`src/hw/rtl/rlfr_pkg.sv`:
```
// Shared types, codes and frame constants of the reader link frame receiver.
`timescale 1ns / 1ps

package rlfr_pkg;

    // Item selector carried on s_tuser
    localparam logic [1:0] FN_START = 2'd0;
    localparam logic [1:0] FN_BYTE  = 2'd1;
    localparam logic [1:0] FN_TICK  = 2'd2;
    localparam logic [1:0] FN_NONE  = 2'd3;

    // Exchange status codes
    localparam logic [2:0] ST_OK       = 3'd0;
    localparam logic [2:0] ST_BAD_ACK  = 3'd1;
    localparam logic [2:0] ST_BAD_PRE  = 3'd2;
    localparam logic [2:0] ST_BAD_LCS  = 3'd3;
    localparam logic [2:0] ST_TOO_LONG = 3'd4;
    localparam logic [2:0] ST_BAD_DCS  = 3'd5;
    localparam logic [2:0] ST_BAD_POST = 3'd6;
    localparam logic [2:0] ST_TIMEOUT  = 3'd7;

    // Configuration register indexes
    localparam int          CFG_IDX_W       = 8;
    localparam int          CFG_DATA_W      = 16;
    localparam logic [CFG_IDX_W-1:0] CFG_TIMEOUT_TICKS = 8'd0;
    localparam logic [CFG_IDX_W-1:0] CFG_MAX_DATA_LEN  = 8'd1;

    localparam logic [15:0] TIMEOUT_RESET  = 16'd1000;
    localparam logic [15:0] MAX_LEN_RESET  = 16'd512;
    localparam logic [15:0] TICKS_SAT      = 16'hFFFF;

    // Group lengths
    localparam logic [15:0] ACK_LEN     = 16'd7;
    localparam logic [15:0] HEADER_LEN  = 16'd6;
    localparam logic [15:0] PRE_LEN     = 16'd3;
    localparam logic [15:0] LEN_HI_POS  = 16'd3;
    localparam logic [15:0] LEN_LO_POS  = 16'd4;

    typedef enum logic [4:0] {
        PH_IDLE    = 5'b00001,
        PH_ACK     = 5'b00010,
        PH_HEADER  = 5'b00100,
        PH_DATA    = 5'b01000,
        PH_TRAILER = 5'b10000
    } phase_t;

    typedef struct packed {
        logic [15:0] timeout_ticks;
        logic [15:0] max_data_len;
    } cfg_t;

    typedef struct packed {
        logic        is_status;
        logic [7:0]  data_byte;
        logic [2:0]  status_code;
        logic [15:0] frame_length;
    } result_t;

    // Expected ACK frame: 00 00 FF 00 00 FF 00
    function automatic logic [7:0] ack_byte(input logic [2:0] idx);
        logic [7:0] v;
        case (idx)
            3'd2, 3'd5: v = 8'hFF;
            default:    v = 8'h00;
        endcase
        return v;
    endfunction

    // Expected preamble: 00 00 FF
    function automatic logic [7:0] pre_byte(input logic [1:0] idx);
        logic [7:0] v;
        case (idx)
            2'd2:    v = 8'hFF;
            default: v = 8'h00;
        endcase
        return v;
    endfunction

endpackage

```
`src/hw/rtl/reader_link_frame_receiver_core.sv`:
```
// Top level of the reader link frame receiver: input stage, parser, result queue.
`timescale 1ns / 1ps

// Channel   Dir  Ports                                Beat contents (low bit up)
// s_        in   s_tvalid s_tready s_tdata s_tuser    tdata: rx_byte[7:0]; tuser: func[1:0]
// m_        out  m_tvalid m_tready m_tdata m_tuser    tdata: data_byte, status_code,
//                                                     frame_length, 5 zero bits; tuser: is_status
// cfg_      in   cfg_valid cfg_ready cfg_index cfg_data  index 0 timeout_ticks, 1 max_data_len
//
// One beat per cycle sustained while the queue has room: a beat is held in the input register,
// and the parser updates its state and decodes the result into the queue as the beat leaves it.
// A result reaches m_ through the input register and then a result queue entry.
// The two-entry result queue keeps s_ flowing while a result waits on m_tready; s_ stalls
// only once both queue entries are occupied.
// Reset (aresetn low, synchronous) empties both stages, puts the parser in idle and
// loads timeout_ticks = 1000, max_data_len = 512. cfg_ready is always high.

module reader_link_frame_receiver_core
    import rlfr_pkg::*;
(
    input  logic                  aclk,
    input  logic                  aresetn,

    input  logic                  s_tvalid,
    output logic                  s_tready,
    input  logic [7:0]            s_tdata,   // [7:0] rx_byte
    input  logic [1:0]            s_tuser,   // [1:0] func

    output logic                  m_tvalid,
    input  logic                  m_tready,
    output logic [31:0]           m_tdata,   // [7:0] data_byte, [10:8] status_code,
                                             // [26:11] frame_length, [31:27] zero
    output logic                  m_tuser,   // [0] is_status

    input  logic                  cfg_valid,
    output logic                  cfg_ready,
    input  logic [CFG_IDX_W-1:0]  cfg_index,
    input  logic [CFG_DATA_W-1:0] cfg_data
);

    // Input register
    logic       in_valid_reg;
    logic [1:0] in_func_reg;
    logic [7:0] in_byte_reg;

    logic       step;
    logic       q_full;
    logic       res_valid;
    result_t    res;
    result_t    head;
    cfg_t       cfg;

    // Advance the held beat whenever the queue has room for a possible result
    assign step     = in_valid_reg && !q_full;
    assign s_tready = !in_valid_reg || step;

    always_ff @(posedge aclk) begin
        if (!aresetn) begin
            in_valid_reg <= 1'b0;
        end else if (s_tready) begin
            in_valid_reg <= s_tvalid;
        end
    end

    // Payload holds when no new beat is taken
    always_ff @(posedge aclk) begin
        if (s_tready && s_tvalid) begin
            in_func_reg <= s_tuser;
            in_byte_reg <= s_tdata;
        end
    end

    assign cfg_ready = 1'b1;

    rlfr_cfg_regs u_cfg (
        .aclk     (aclk),
        .aresetn  (aresetn),
        .wr_en    (cfg_valid && cfg_ready),
        .wr_index (cfg_index),
        .wr_data  (cfg_data),
        .cfg      (cfg)
    );

    rlfr_frame_fsm u_fsm (
        .aclk      (aclk),
        .aresetn   (aresetn),
        .step      (step),
        .func      (in_func_reg),
        .rx_byte   (in_byte_reg),
        .cfg       (cfg),
        .res_valid (res_valid),
        .res       (res)
    );

    rlfr_out_queue u_queue (
        .aclk      (aclk),
        .aresetn   (aresetn),
        .push      (step && res_valid),
        .push_data (res),
        .full      (q_full),
        .out_valid (m_tvalid),
        .out_ready (m_tready),
        .out_data  (head)
    );

    assign m_tuser = head.is_status;
    assign m_tdata = {5'b00000, head.frame_length, head.status_code, head.data_byte};

endmodule

```
`src/hw/rtl/rlfr_cfg_regs.sv`:
```
// Configuration registers: timeout ticks and maximum data length.
`timescale 1ns / 1ps

module rlfr_cfg_regs
    import rlfr_pkg::*;
(
    input  logic                  aclk,
    input  logic                  aresetn,
    input  logic                  wr_en,
    input  logic [CFG_IDX_W-1:0]  wr_index,
    input  logic [CFG_DATA_W-1:0] wr_data,
    output cfg_t                  cfg
);

    cfg_t cfg_reg;

    always_ff @(posedge aclk) begin
        if (!aresetn) begin
            cfg_reg.timeout_ticks <= TIMEOUT_RESET;
            cfg_reg.max_data_len  <= MAX_LEN_RESET;
        end else if (wr_en) begin
            case (wr_index)
                CFG_TIMEOUT_TICKS: cfg_reg.timeout_ticks <= wr_data;
                CFG_MAX_DATA_LEN:  cfg_reg.max_data_len  <= wr_data;
                default: begin
                    // drop writes beyond the register list
                end
            endcase
        end
    end

    assign cfg = cfg_reg;

endmodule

```
`src/hw/rtl/rlfr_frame_fsm.sv`:
```
// Frame parser: phase state, group counters, checksums and result decode.
`timescale 1ns / 1ps

module rlfr_frame_fsm
    import rlfr_pkg::*;
(
    input  logic       aclk,
    input  logic       aresetn,
    input  logic       step,
    input  logic [1:0] func,
    input  logic [7:0] rx_byte,
    input  cfg_t       cfg,
    output logic       res_valid,
    output result_t    res
);

    phase_t      phase_reg, phase_next;
    logic [15:0] pos_reg, pos_next;
    logic [15:0] hlen_reg, hlen_next;
    logic        mism_reg, mism_next;
    logic [7:0]  sum_reg, sum_next;
    logic [15:0] ticks_reg, ticks_next;

    logic [15:0] pos_inc;
    logic [15:0] ticks_inc;
    logic        mism_hit;
    logic [7:0]  sum_add;
    logic [15:0] hlen_upd;

    always_comb begin
        phase_next = phase_reg;
        pos_next   = pos_reg;
        hlen_next  = hlen_reg;
        mism_next  = mism_reg;
        sum_next   = sum_reg;
        ticks_next = ticks_reg;

        pos_inc   = pos_reg + 16'd1;
        ticks_inc = (ticks_reg == TICKS_SAT) ? ticks_reg : ticks_reg + 16'd1;
        sum_add   = sum_reg + rx_byte;
        mism_hit  = 1'b0;
        hlen_upd  = hlen_reg;

        res_valid        = 1'b0;
        res.is_status    = 1'b1;
        res.data_byte    = 8'h00;
        res.status_code  = ST_OK;
        res.frame_length = hlen_reg;

        if (func == FN_START) begin
            phase_next = PH_ACK;
            pos_next   = '0;
            hlen_next  = '0;
            mism_next  = 1'b0;
            sum_next   = '0;
            ticks_next = '0;
        end else if (phase_reg == PH_IDLE || func == FN_NONE) begin
            // ignore bytes and ticks outside an exchange, and FN_NONE items at all times
        end else if (func == FN_TICK) begin
            ticks_next = ticks_inc;
            if (ticks_inc >= cfg.timeout_ticks) begin
                res_valid       = 1'b1;
                res.status_code = ST_TIMEOUT;
                phase_next      = PH_IDLE;
            end
        end else if (ticks_reg >= cfg.timeout_ticks) begin
            res_valid       = 1'b1;
            res.status_code = ST_TIMEOUT;
            phase_next      = PH_IDLE;
        end else begin
            case (phase_reg)
                PH_ACK: begin
                    mism_hit  = mism_reg | (rx_byte != ack_byte(pos_reg[2:0]));
                    mism_next = mism_hit;
                    pos_next  = pos_inc;
                    if (pos_inc >= ACK_LEN) begin
                        if (mism_hit) begin
                            res_valid       = 1'b1;
                            res.status_code = ST_BAD_ACK;
                            phase_next      = PH_IDLE;
                        end else begin
                            phase_next = PH_HEADER;
                            pos_next   = '0;
                            mism_next  = 1'b0;
                            sum_next   = '0;
                            ticks_next = '0;
                        end
                    end
                end
                PH_HEADER: begin
                    mism_hit = mism_reg;
                    if (pos_reg < PRE_LEN) begin
                        mism_hit = mism_reg | (rx_byte != pre_byte(pos_reg[1:0]));
                        sum_add  = sum_reg;
                    end else if (pos_reg == LEN_HI_POS) begin
                        hlen_upd = {rx_byte, 8'h00};
                    end else if (pos_reg == LEN_LO_POS) begin
                        hlen_upd = hlen_reg | {8'h00, rx_byte};
                    end
                    mism_next = mism_hit;
                    sum_next  = sum_add;
                    hlen_next = hlen_upd;
                    pos_next  = pos_inc;
                    res.frame_length = hlen_upd;
                    if (pos_inc >= HEADER_LEN) begin
                        if (mism_hit) begin
                            res_valid       = 1'b1;
                            res.status_code = ST_BAD_PRE;
                            phase_next      = PH_IDLE;
                        end else if (sum_add != 8'h00) begin
                            res_valid       = 1'b1;
                            res.status_code = ST_BAD_LCS;
                            phase_next      = PH_IDLE;
                        end else if (hlen_upd > cfg.max_data_len) begin
                            res_valid       = 1'b1;
                            res.status_code = ST_TOO_LONG;
                            phase_next      = PH_IDLE;
                        end else begin
                            // empty payload skips straight to the trailer
                            phase_next = (hlen_upd == 16'd0) ? PH_TRAILER : PH_DATA;
                            pos_next   = '0;
                            mism_next  = 1'b0;
                            sum_next   = '0;
                            ticks_next = '0;
                        end
                    end
                end
                PH_DATA: begin
                    sum_next      = sum_add;
                    pos_next      = pos_inc;
                    res_valid     = 1'b1;
                    res.is_status = 1'b0;
                    res.data_byte = rx_byte;
                    if (pos_inc >= hlen_reg) begin
                        // keep the data sum for the checksum byte
                        phase_next = PH_TRAILER;
                        pos_next   = '0;
                        mism_next  = 1'b0;
                        ticks_next = '0;
                    end
                end
                PH_TRAILER: begin
                    if (pos_reg == 16'd0) begin
                        mism_next = (sum_add != 8'h00);
                        pos_next  = 16'd1;
                    end else begin
                        res_valid  = 1'b1;
                        phase_next = PH_IDLE;
                        if (mism_reg) begin
                            res.status_code = ST_BAD_DCS;
                        end else if (rx_byte != 8'h00) begin
                            res.status_code = ST_BAD_POST;
                        end else begin
                            res.status_code = ST_OK;
                        end
                    end
                end
                default: begin
                    phase_next = PH_IDLE;
                end
            endcase
        end
    end

    always_ff @(posedge aclk) begin
        if (!aresetn) begin
            phase_reg <= PH_IDLE;
            pos_reg   <= '0;
            hlen_reg  <= '0;
            mism_reg  <= 1'b0;
            sum_reg   <= '0;
            ticks_reg <= '0;
        end else if (step) begin
            phase_reg <= phase_next;
            pos_reg   <= pos_next;
            hlen_reg  <= hlen_next;
            mism_reg  <= mism_next;
            sum_reg   <= sum_next;
            ticks_reg <= ticks_next;
        end
    end

    a_data_only_in_data: assert property (@(posedge aclk) disable iff (!aresetn)
        (step && res_valid && !res.is_status) |-> (phase_reg == PH_DATA))
        else $error("data beat produced outside the data phase");

    a_status_ends_exchange: assert property (@(posedge aclk) disable iff (!aresetn)
        (step && res_valid && res.is_status) |=> (phase_reg == PH_IDLE))
        else $error("status beat did not return the parser to idle");

    a_group_position_bound: assert property (@(posedge aclk) disable iff (!aresetn)
        ((phase_reg == PH_ACK) |-> (pos_reg < ACK_LEN)) and
        ((phase_reg == PH_HEADER) |-> (pos_reg < HEADER_LEN)) and
        ((phase_reg == PH_TRAILER) |-> (pos_reg < 16'd2)))
        else $error("byte position ran past the end of its group");

endmodule

```
`src/hw/rtl/rlfr_out_queue.sv`:
```
// Two-entry result queue that decouples the parser from the master side.
`timescale 1ns / 1ps

module rlfr_out_queue
    import rlfr_pkg::*;
(
    input  logic    aclk,
    input  logic    aresetn,
    input  logic    push,
    input  result_t push_data,
    output logic    full,
    output logic    out_valid,
    input  logic    out_ready,
    output result_t out_data
);

    result_t    entry_reg [2];
    logic       wr_ptr_reg;
    logic       rd_ptr_reg;
    logic [1:0] count_reg;
    logic       pop;

    assign pop       = out_valid && out_ready;
    assign out_valid = (count_reg != 2'd0);
    assign full      = (count_reg == 2'd2);
    assign out_data  = entry_reg[rd_ptr_reg];

    always_ff @(posedge aclk) begin
        if (push) begin
            entry_reg[wr_ptr_reg] <= push_data;
        end
    end

    always_ff @(posedge aclk) begin
        if (!aresetn) begin
            wr_ptr_reg <= 1'b0;
            rd_ptr_reg <= 1'b0;
            count_reg  <= 2'd0;
        end else begin
            if (push) begin
                wr_ptr_reg <= ~wr_ptr_reg;
            end
            if (pop) begin
                rd_ptr_reg <= ~rd_ptr_reg;
            end
            case ({push, pop})
                2'b10:   count_reg <= count_reg + 2'd1;
                2'b01:   count_reg <= count_reg - 2'd1;
                default: count_reg <= count_reg;
            endcase
        end
    end

    a_no_overflow: assert property (@(posedge aclk) disable iff (!aresetn)
        !(push && full))
        else $error("result pushed into a full queue");

    a_count_bound: assert property (@(posedge aclk) disable iff (!aresetn)
        count_reg != 2'd3)
        else $error("queue count out of range");

    a_held_head: assert property (@(posedge aclk) disable iff (!aresetn)
        (out_valid && !out_ready) |=> (out_valid && $stable(out_data)))
        else $error("stalled head beat changed");

endmodule
```
`config.mk`:
```
export PLATFORM = sky130hd
export DESIGN_NAME = reader_link_frame_receiver_core
export DESIGN_NICKNAME = d
export VERILOG_FILES = /design/src/hw/rtl/rlfr_pkg.sv /design/src/hw/rtl/reader_link_frame_receiver_core.sv /design/src/hw/rtl/rlfr_cfg_regs.sv /design/src/hw/rtl/rlfr_frame_fsm.sv /design/src/hw/rtl/rlfr_out_queue.sv
export SDC_FILE = /design/constraint.sdc
export NUM_CORES = 1
export LEC_CHECK = 0
export ABC_AREA = 1
export ABC_CLOCK_PERIOD_IN_PS = 10900
export BUFFER_PORTS_ARGS = -buffer_cell sky130_fd_sc_hd__buf_2
export CAP_MARGIN = 20
export CORE_ASPECT_RATIO = 1.75
export CORE_MARGIN = 5
export CORE_UTILIZATION = 25
export DETAILED_ROUTE_END_ITERATION = 8
export SETUP_SLACK_MARGIN = 0.4
export SLEW_MARGIN = 20
export SYNTH_ARGS = -nofsm -noshare
export SYNTH_HDL_FRONTEND = slang
export SYNTH_SLANG_ARGS = --single-unit
```
`constraint.sdc`:
```
create_clock -name aclk -period 10.9 [get_ports aclk]
set_input_delay 1.09 -clock aclk [delete_from_list [all_inputs] [get_ports aclk]]
set_output_delay 1.09 -clock aclk [all_outputs]
set_load 0.05 [all_outputs]
```
; Word level (Yosys, flattened, before mapping)
; Memory sizes are Yosys's and may differ from the RTL's. A register that Yosys moved wholly into a read port is not among the register bits.
; Index checks and enable logic that the tools add are counted.
[word_totals]
memories = 1
in_bits = 39
output_inout_bits = 36
ff_bits = 109
word_cells = 236
ramBits = 56
[op_classes]
mux = 136
add_sub_neg = 5
reduce_logical = 29
n_eq_ne = 39
n_lt_le_gt_ge = 7
bitwise = 5
[memory_table]
columns = name, depth, word_bits, rd, rd_clocked_by_memory_dff, wr, line
row1 = u_queue.entry_reg, 2, 28, 1, 1, 1, rlfr_out_queue.sv:17  ; result_t entry_reg [2];
[ops]
columns = op, count
row1 = 2-to-1 mux 16 bit, 37
row2 = 2-to-1 mux 8 bit, 29
row3 = 2-to-1 mux 5 bit, 13
row4 = case mux 16 bit (4 select lines), 1
row5 = 2-to-1 mux 28 bit, 2
row6 = >= comparator 16 bit, 3
row7 = case mux 16 bit (3 select lines), 1
row8 = 2-to-1 mux 3 bit, 12
row9 = "adder 16 x 1 -> 16 bit, second input constant", 2
row10 = ">= comparator 16 x 3 -> 1 bit, second input constant", 2
row11 = logical NOT 16 bit, 2
row12 = 2-to-1 mux 1 bit, 32
row13 = 2-to-1 mux 9 bit, 3
row14 = case mux 8 bit (3 select lines), 1
row15 = nonzero test 8 bit, 3
row16 = AND reduction 7 bit, 3
row17 = case mux 5 bit (4 select lines), 1
row18 = "== test 16 bit, second input constant", 1
row19 = "== test 16 x 2 -> 1 bit, second input constant", 1
row20 = "== test 16 x 3 -> 1 bit, second input constant", 1
row21 = greater-than comparator 16 bit, 1
row22 = "less-than comparator 16 x 2 -> 1 bit, second input constant", 1
row23 = "inequality test 4 x 2 -> 1 bit, second input constant", 4
row24 = inequality test 8 bit, 2
row25 = other kinds (37), 63

; Depth between registers and ports, before layout
; Gate-level depths: netlist of run 1.
[depth]
ltp_word = 26
mapped_depth = 26
mapped_depth_nobuf = 25

; By module
; A second synthesis of run 1 with hierarchy kept.
[hier_totals]
cells_unflattened = 1509
area_unflattened_um2 = 11015.6
[by_module_without_submodules]
columns = module, area_each_um2, cells_each, n_inst
row1 = rlfr_frame_fsm, 6856.6, 1164, 1
row2 = rlfr_out_queue, 2358.5, 123, 1
row3 = rlfr_cfg_regs, 1382.6, 194, 1
row4 = reader_link_frame_receiver_core, 417.9, 28, 1

; Worst setup path before layout of run 1
; OpenSTA, ideal clock, no wires.
[synth_timing]
kind = reg2reg
start = register u_fsm.pos_reg[0]
end = memory u_queue.entry_reg[0][0] (netlist bit) (enable)
setup_time_ns = 0.413
slack_ns = 6.770
path_stages_with_launch = 21
t_arrival_ns = 3.717
period_less_slack_ns = 4.130
path_buffers = 1
path_cell_list = dfxtp_1 ha_1 nand2_1 nor2_1 nand2_1 clkbuf_1 o21ai_0 inv_1 ha_1 nand2_1 inv_1 nand3_1 nor3_1 nand2_1 nand2_1 nand2_1 nand4_1 nand2_1 nand4_1 nand2_1 nor2_1
[synth_between]
elab_chain_len = 26
elab_cells_between_ends = 65
classes_between = add/sub: 1 / order compare: 4 / eq/ne: 7 / mux: 47 / bitwise: 2 / reduce/logical: 4
[synth_lines]
columns = item, line
row1 = from (decl), rlfr_frame_fsm.sv:18  ; logic [15:0] pos_reg, pos_next;
row2 = from (signal assigned), rlfr_frame_fsm.sv:175  ; pos_reg <= pos_next;
row3 = "parallel branches: the longest is 18 deep, another holds less-than comparator 16 x 2 -> 1 bit", n/a
row4 = case mux 1 bit (4 select lines) *, rlfr_frame_fsm.sv:71  ; case (phase_reg)
row5 = 2-to-1 mux 1 bit *, rlfr_frame_fsm.sv:66  ; end else if (ticks_reg >= cfg.timeout_ticks) begin
row6 = 2-to-1 mux 1 bit *, rlfr_frame_fsm.sv:59  ; end else if (func == FN_TICK) begin
row7 = 2-to-1 mux 1 bit *, rlfr_frame_fsm.sv:57  ; end else if (phase_reg == PH_IDLE || func == FN_NONE) begin
row8 = 2-to-1 mux 1 bit *, rlfr_frame_fsm.sv:50  ; if (func == FN_START) begin
row9 = logical AND 1 bit *, reader_link_frame_receiver_core.sv:98  ; .push (step && res_valid),
row10 = 2-to-1 mux 1 bit *, rlfr_out_queue.sv:29  ; if (push) begin
row11 = 2-to-1 mux 1 bit (not written as such) *, rlfr_out_queue.sv:30  ; entry_reg[wr_ptr_reg] <= push_data;
row12 = to (decl), rlfr_out_queue.sv:17
; Mark *: on every way between the ends. The select of a mux whose other input is x is not followed.

; Worst setup path after layout of run 1
[layout_timing]
start = register u_fsm.pos_reg[1]
end = register u_queue.count_reg[1]
[layout_between]
elab_chain_len = 26
elab_cells_between_ends = 67
classes_between = add/sub: 1 / order compare: 4 / eq/ne: 9 / mux: 46 / bitwise: 2 / reduce/logical: 5
[layout_lines]
columns = item, line
row1 = "parallel branches: the longest is 18 deep, another holds less-than comparator 16 x 2 -> 1 bit", n/a
row2 = case mux 1 bit (4 select lines) *, rlfr_frame_fsm.sv:71
row3 = 2-to-1 mux 1 bit *, rlfr_frame_fsm.sv:66
row4 = 2-to-1 mux 1 bit *, rlfr_frame_fsm.sv:59
row5 = 2-to-1 mux 1 bit *, rlfr_frame_fsm.sv:57
row6 = 2-to-1 mux 1 bit *, rlfr_frame_fsm.sv:50
row7 = logical AND 1 bit *, reader_link_frame_receiver_core.sv:98
row8 = == test 2 x 1 -> 1 bit or == test 2 bit (tied branches), rlfr_out_queue.sv:46  ; case ({push, pop})
row9 = case mux 2 bit (2 select lines) or nonzero test 2 bit (tied branches), n/a
row10 = to (signal assigned), rlfr_out_queue.sv:47  ; 2'b10: count_reg <= count_reg + 2'd1;
row11 = to (signal assigned), rlfr_out_queue.sv:48  ; 2'b01: count_reg <= count_reg - 2'd1;
row12 = to (signal assigned), rlfr_out_queue.sv:49  ; default: count_reg <= count_reg;
row13 = to (decl), rlfr_out_queue.sv:20  ; logic [1:0] count_reg;
; Marked as above.
; A chain may end at the register's enable or synchronous reset.

==> impl_metrics.csv, run 1 <==
group,metric,value,unit
routing,drc_errors,0,
floorplan,fp.coreArea,41700,µm²
sta,fin_crit_sh,0.394,
synthesis,synth_area_per_cell,7.50,µm²
layout,fin_util,0.288,
setup_path,cp-end-kind,"register",
routing,drtIter0Drc,546,
power_and_ir_drop,p_per_area,118,nW/µm²
setup_path,worstSetupPathType,"register to register",
setup_path,cp.arrival,4.64,ns
cts,clock_path_buffers,2,
routing,wl_per_cell,15.8,µm
floorplan,die_w,165,µm
synthesis,synth_xor_area_frac,0.0108,
layout,final_cell_mix,"323 x nand2_1, 198 x inv_1, 133 x a21oi_1, 100 x dfxtp_1, 99 x nor2_1",
placement,hpwlAfterDp,25700,µm
global_routing,grt_pass1_vias,9379,
setup_path,r2r_slack,6.60,ns
global_routing,antenna_found_initial,0,
layout,antenna_cells,0,
sta,worst_pin_slew,0.989,ns
job,max_cap_viol_count,0,
synthesis,ys_ff_latch,166,
cts,cts_tree,"built",
setup_path,startpoint_type,"register",
cts,cts-htree-levels,4,
global_routing,overflow,0,
floorplan,start_util,0.253,
floorplan,ios,75,
sta,finalMaxSlewViolations,0,
global_routing,grt.total_usage,0.138,
synthesis,synth_enable_flop_cells,66,
routing,drtPass1Iterations,5,
floorplan,row_count,99,
placement,place_congestion,0.967,
layout,drive_above_1_share,0.118,
min_path,hp-class,"register to register",
power_and_ir_drop,peakVddDrop,0.0000992,V
routing,drt-total-wl,32000,µm
power_and_ir_drop,p_comb_frac,0.115,
synthesis,mappedNetlistArea,10600,µm²
global_routing,grt_start_max_net_pins,59,
layout,fin_nets,1580,
setup_path,reg2reg_from,"u_fsm.pos_reg[1]",
layout,syn2layout_area_growth,14.0,%
setup_path,cp.required,11.24,ns
synthesis,ys_async_sr_fraction,0,
sta,layout_min_cycle_time,4.30,ns
layout,final_common_cell,"nand2_1",
cts,clk_pin_slew_worst_paths,0.07,ns
sta,skew,0.0130,ns
min_path,hold_depth,1,
synthesis,synth_top_family_by_area,"simple AND/OR/NAND/NOR gates",
cts,cts_made_buffers,17,
placement,portBuffers,68,
synthesis,synth.yosys.seq_area_share,0.377,
synthesis,ys_warn_count,0,
sta,tns,0,ns
synthesis,synth_compound_area_frac,0.135,
floorplan,fp.dieH,282,µm
cts,clkLatencyLatePin,0.45,ns
sta,hold_viol,0,
synthesis,synth_cell_type_count,51,
sta,setup_viol,0,
sta,slew_headroom,0.341,
cts,cts_setup_buffers,0,
min_path,min_from,"u_queue.rd_ptr_reg",
power_and_ir_drop,switchingPower,0.421,mW
synthesis,syn_inst,1408,
synthesis,synth_fa_ha_area_frac,0.0955,
sta,fmax,233,MHz
outcome,status,"finished clean",
power_and_ir_drop,p_seq_frac,0.467,
layout,largest_reg_flops,56,
sta,grt_setup_unrepaired,"no",
power_and_ir_drop,p_clk_frac,0.418,
cts,clockRootBuffer,"clkbuf_16",
power_and_ir_drop,total_power,1.43,mW
synthesis,synth.mux.area_fraction,0.0298,
setup_path,worstPathMaxFanout,24,
setup_path,rr_endpoint,"u_queue.count_reg[1]",
power_and_ir_drop,leakage,5.49,nW
setup_path,rr_worst_depth,21,
floorplan,dieArea,46600,µm²
synthesis,synth_flop_cell,"dfxtp_1",
power_and_ir_drop,swShare,0.295,
routing,detail-route-antenna-nets,0,
cts,post_cts_resize_count,0,
global_routing,grt_pass1_wl,49600,µm
cts,cts_sinks,166,
routing,via_count,9564,
power_and_ir_drop,power.internal,1.00,mW
synthesis,yosys.area_share.simple,0.256,
routing,vias_per_cell,4.71,
min_path,min_to,"u_queue.rd_ptr_reg",
cts,cts_hold_buffers,0,
layout,fillers,4494,
-- cells in the mapped netlist (3+ instances only) --
cell,count,area (µm²)
nand3_1,78,390
nor2_4,6,67.6
buf_2,4,20.0
dfxtp_1,100,2000
buf_4,7,52.6
o211ai_1,16,120
inv_1,198,743
nor2_1,101,379
nor2_2,3,18.8
o22ai_1,7,43.8
nand2_1,323,1210
xor2_1,11,96.3
o21ai_0,88,440
mux2_2,28,315
a21oi_1,133,666
nand4_1,40,250
edfxtp_1,66,1980
o21ai_1,7,35.0
nand2_2,4,25.0
nor3_1,23,115
clkbuf_1,31,116
buf_6,4,45.0
nor4_1,5,31.3
inv_2,3,11.3
nand3_2,7,70.1
ha_1,79,988
-- metal layers --
layer	global-route usage	share of wire
met1	0.131	0.35
met4	0.0919	0.066
met5	0	0
met2	0.269	0.56
met3	0.0199	0.031
-- worst max-delay path by stage --
stage	from	endpoint	slack, ns	cells past startpoint
2_1_floorplan	u_fsm.pos_reg[0]	u_queue.entry_reg[0][0]	6.77	20
3_3_place_gp	u_fsm.pos_reg[0]	u_queue.entry_reg[1][2]	6.45	19
3_5_place_dp	u_fsm.pos_reg[0]	u_queue.count_reg[1]	6.67	21
4_1_cts	u_fsm.pos_reg[0]	u_queue.count_reg[1]	6.64	21
5_1_grt	u_fsm.pos_reg[1]	u_queue.count_reg[1]	6.12	20
6_report	u_fsm.pos_reg[1]	u_queue.count_reg[1]	6.60	21
-- cells by family after synthesis --
group           count (synthesis)
compound gates                264
xor+xnor                       13
fa+ha+maj                      80
other cells                     2
buf+inv                       250
flops                         166
simple gates                  605
mux                            28
-- power by group through the flow --
stage	combinational, mW	sequential, mW	clock [mW]
2_1_floorplan	0.117	0.674	0
6_report	0.164	0.666	0.595
4_1_cts	0.165	0.666	0.611
5_1_grt	0.181	0.667	0.636
3_5_place_dp	0.164	0.680	0
3_3_place_gp	0.162	0.680	0
-- layout make-up --
class / instances / area (µm²) / area share
clock buffer: 17 / 425 / 0.0353
inverter: 203 / 762 / 0.0633
timing repair buffer: 77 / 415 / 0.0345
sequential: 166 / 3980 / 0.331
multi-input combinational: 996 / 5600 / 0.465
clock inverter: 15 / 161 / 0.0134
tap: 555 / 694 / 0.0577
-- per-stage QoR --
step                      hold WS [ns]  std cells  cell area, µm²  worst slack, ns
after global routing             0.485       2029           12000             6.12
final                            0.458       2029           12000             6.60
after floorplan                  0.426       1412           10600             6.77
after detailed placement         0.446       1997           11500             6.67
after CTS                        0.458       2029           12000             6.64
after global placement           0.436       1996           11400             6.45
-- critical path, cell delays in order (launching register included) --
cell,delay (ns)
dfxtp_1,0.45
ha_1,0.27
nand2_1,0.08
nor2_1,0.10
nand2_1,0.42
o21ai_0,0.51
inv_1,0.08
ha_1,0.30
a21oi_1,0.17
o21ai_0,0.11
a21oi_1,0.19
nand2_1,0.08
nand2_1,0.09
nand4_1,0.15
nand2_1,0.12
nand4_1,0.14
nand2_1,0.20
ha_1,0.29
a21oi_1,0.12
o21ai_0,0.11
o21ai_0,0.16
a21oi_1,0.05
(Power assumes the default switching activity.)
==> inputs of run 2 (changes only) <==
ABC_CLOCK_PERIOD_IN_PS = 4100   (was 10900)
clock period = 4.1 ns   (was 10.9 ns; I/O delays follow)
==> impl_metrics.csv, run 2 (synthesized netlist as in run 1, its figures left out) <==
group,metric,value,unit
layout,final_common_cell,"nand2_1",
sta,finalMaxSlewViolations,0,
global_routing,antenna_found_initial,0,
cts,cts-htree-levels,4,
power_and_ir_drop,leakage,5.66,nW
routing,wl_per_cell,16.0,µm
sta,hold_viol,0,
sta,fin_crit_sh,0.880,
cts,clockRootBuffer,"clkbuf_16",
placement,portBuffers,68,
min_path,min_to,"in_byte_reg[7]",
min_path,min_from,"s_tdata[7]",
routing,vias_per_cell,4.70,
global_routing,grt_pass1_wl,50100,µm
layout,final_cells,2053,
setup_path,crit_chain,"ha_1 > fa_1 > nand2_1 > nand2_1 > nand2_1 > nand2_1 > nand2_1 > nand2_1 > nand2_1 > nand3_1 > nor2_2 > nand2_1 > nor2_1 > o22ai_1 > o21ai_0 > inv_1",
routing,drt-total-wl,32800,µm
floorplan,dieArea,46600,µm²
min_path,hp-class,"primary input to register",
setup_path,cp-end-kind,"register",
setup_path,worstPathMaxFanout,4,
outcome,status,"finished clean",
routing,drtIter0Drc,492,
global_routing,overflow,0,
cts,clk_pin_slew_worst_paths,0.07,ns
placement,hpwlAfterDp,25800,µm
sta,fmax,277,MHz
floorplan,die_w,165,µm
setup_path,crit_top_cell,"nand2_1",
sta,skew,0.0163,ns
cts,clock_path_buffers,2,
sta,worst_pin_slew,0.988,ns
placement,place_congestion,0.988,
power_and_ir_drop,peakVddDrop,0.000324,V
sta,layout_min_cycle_time,3.61,ns
setup_path,startpoint_type,"register",
min_path,hold_depth,1,
routing,via_count,9639,
setup_path,reg2reg_from,"in_byte_reg[0]",
cts,cts_sinks,166,
cts,cts_tree,"built",
floorplan,ios,75,
job,max_cap_viol_count,0,
layout,syn2layout_area_growth,17.9,%
setup_path,r2r_slack,0.49,ns
layout,fin_nets,1604,
cts,cts_made_buffers,17,
layout,largest_reg_flops,56,
sta,setup_viol,0,
placement,dpl.cell_count,2008,
floorplan,fp.dieH,282,µm
sta,grt_setup_unrepaired,"yes",
sta,tns,0,ns
layout,final_cell_mix,"317 x nand2_1, 191 x inv_1, 129 x a21oi_1, 95 x dfxtp_1, 92 x nor2_1",
setup_path,worstSetupPathType,"register to register",
floorplan,row_count,99,
sta,fin_ws,0.493,ns
layout,antenna_cells,0,
setup_path,crit_start,"in_byte_reg[0]",
floorplan,start_util,0.253,
layout,final_cell_area,12500,µm²
floorplan,fp.coreArea,41700,µm²
setup_path,critPathSlowestCell,"edfxtp_1",
routing,detail-route-antenna-nets,0,
setup_path,cp.arrival,3.78,ns
global_routing,grt_start_max_net_pins,58,
placement,post_dp_cell_area,11600,µm²
setup_path,rr_endpoint,"u_queue.entry_reg[0][17]",
routing,drc_errors,0,
global_routing,grt_pass1_vias,9515,
layout,drive_above_1_share,0.161,
cts,clkLatencyLatePin,0.46,ns
sta,slew_headroom,0.341,
setup_path,rr_worst_depth,16,
setup_path,cp_slowest_stage_delay,0.55,ns
setup_path,cp.required,4.27,ns
cts,cts_hold_buffers,0,
routing,drtPass1Iterations,5,
power_and_ir_drop,p_per_area,308,nW/µm²
global_routing,grt.total_usage,0.140,
placement,place_ws,0.0809,ns
==> run 2: changes by cell type in the layout (fill, tap and decap cells not counted), sizes merged <==
cell      delta
buf         +23
clkinvlp     -3
inv          +2
nand2        +1
clkinv       +1
==> run 2: cell type report <==
type	count	area (µm²)
inverter	203	764
sequential	166	4000
timing repair buffer	100	618
multi-input combinational	997	5810
clock buffer	17	425
clock inverter	15	151
fill	4482	29300
tap	555	694
==> run 2: per-layer routing <==
layer  vias up  wire length [µm]  track usage
met1      4431             11200        0.127
met4         0              2500        0.103
met5         -                 0            0
met2       257             18000        0.273
li1       4843                 -            -
met3       108              1080       0.0203
==> run 2: worst max path at each step <==
stage	end	slack (ns)	cells after the start
after floorplan	u_queue.entry_reg[0][0]	0.43	20
after global placement	u_queue.count_reg[1]	0.08	23
after detailed placement	u_queue.count_reg[1]	0.08	23
after CTS	u_queue.count_reg[1]	0.39	25
after global routing	u_queue.count_reg[1]	0.30	25
final	u_queue.entry_reg[0][17]	0.49	16
==> run 2: worst max-delay path, delay by kind of cell, from the launching register on <==
family	cells	cell delay (ns)
adder cells (fa/ha/maj)	2	0.75
AO/OA/AOI/OAI	2	0.60
buffers and inverters	1	0.13
AND/OR/NAND/NOR	11	1.32
flip-flops	1	0.55
==> run 2: through the flow <==
stage	util	power [mW]	hold WS (ns)
detailed placement	0.277	2.25	0.452
floorplan	-	2.10	0.426
global placement	0.277	2.25	0.444
finish	0.298	3.84	0.129
CTS	0.292	3.86	0.109
global route	0.298	3.99	0.116
==> run 2: report_power, final <==
part | switching (mW) | internal [mW] | total, mW | leakage (nW)
Sequential | 0.0343 | 1.74 | 1.77 | 1.47
Clock | 0.777 | 0.811 | 1.59 | 0.284
Combinational | 0.339 | 0.141 | 0.480 | 3.91
Total | 1.15 | 2.69 | 3.84 | 5.66
==> run 2: repair_timing <==
| item | in CTS | in global routing |
|---|---|---|
| gates resized for setup | 14 | 56 |
| buffers inserted | 2 | 10 |
| cloned | 0 | 1 |
| pin swaps | 3 | 18 |
| setup endpoints to repair | 69 | 100 |
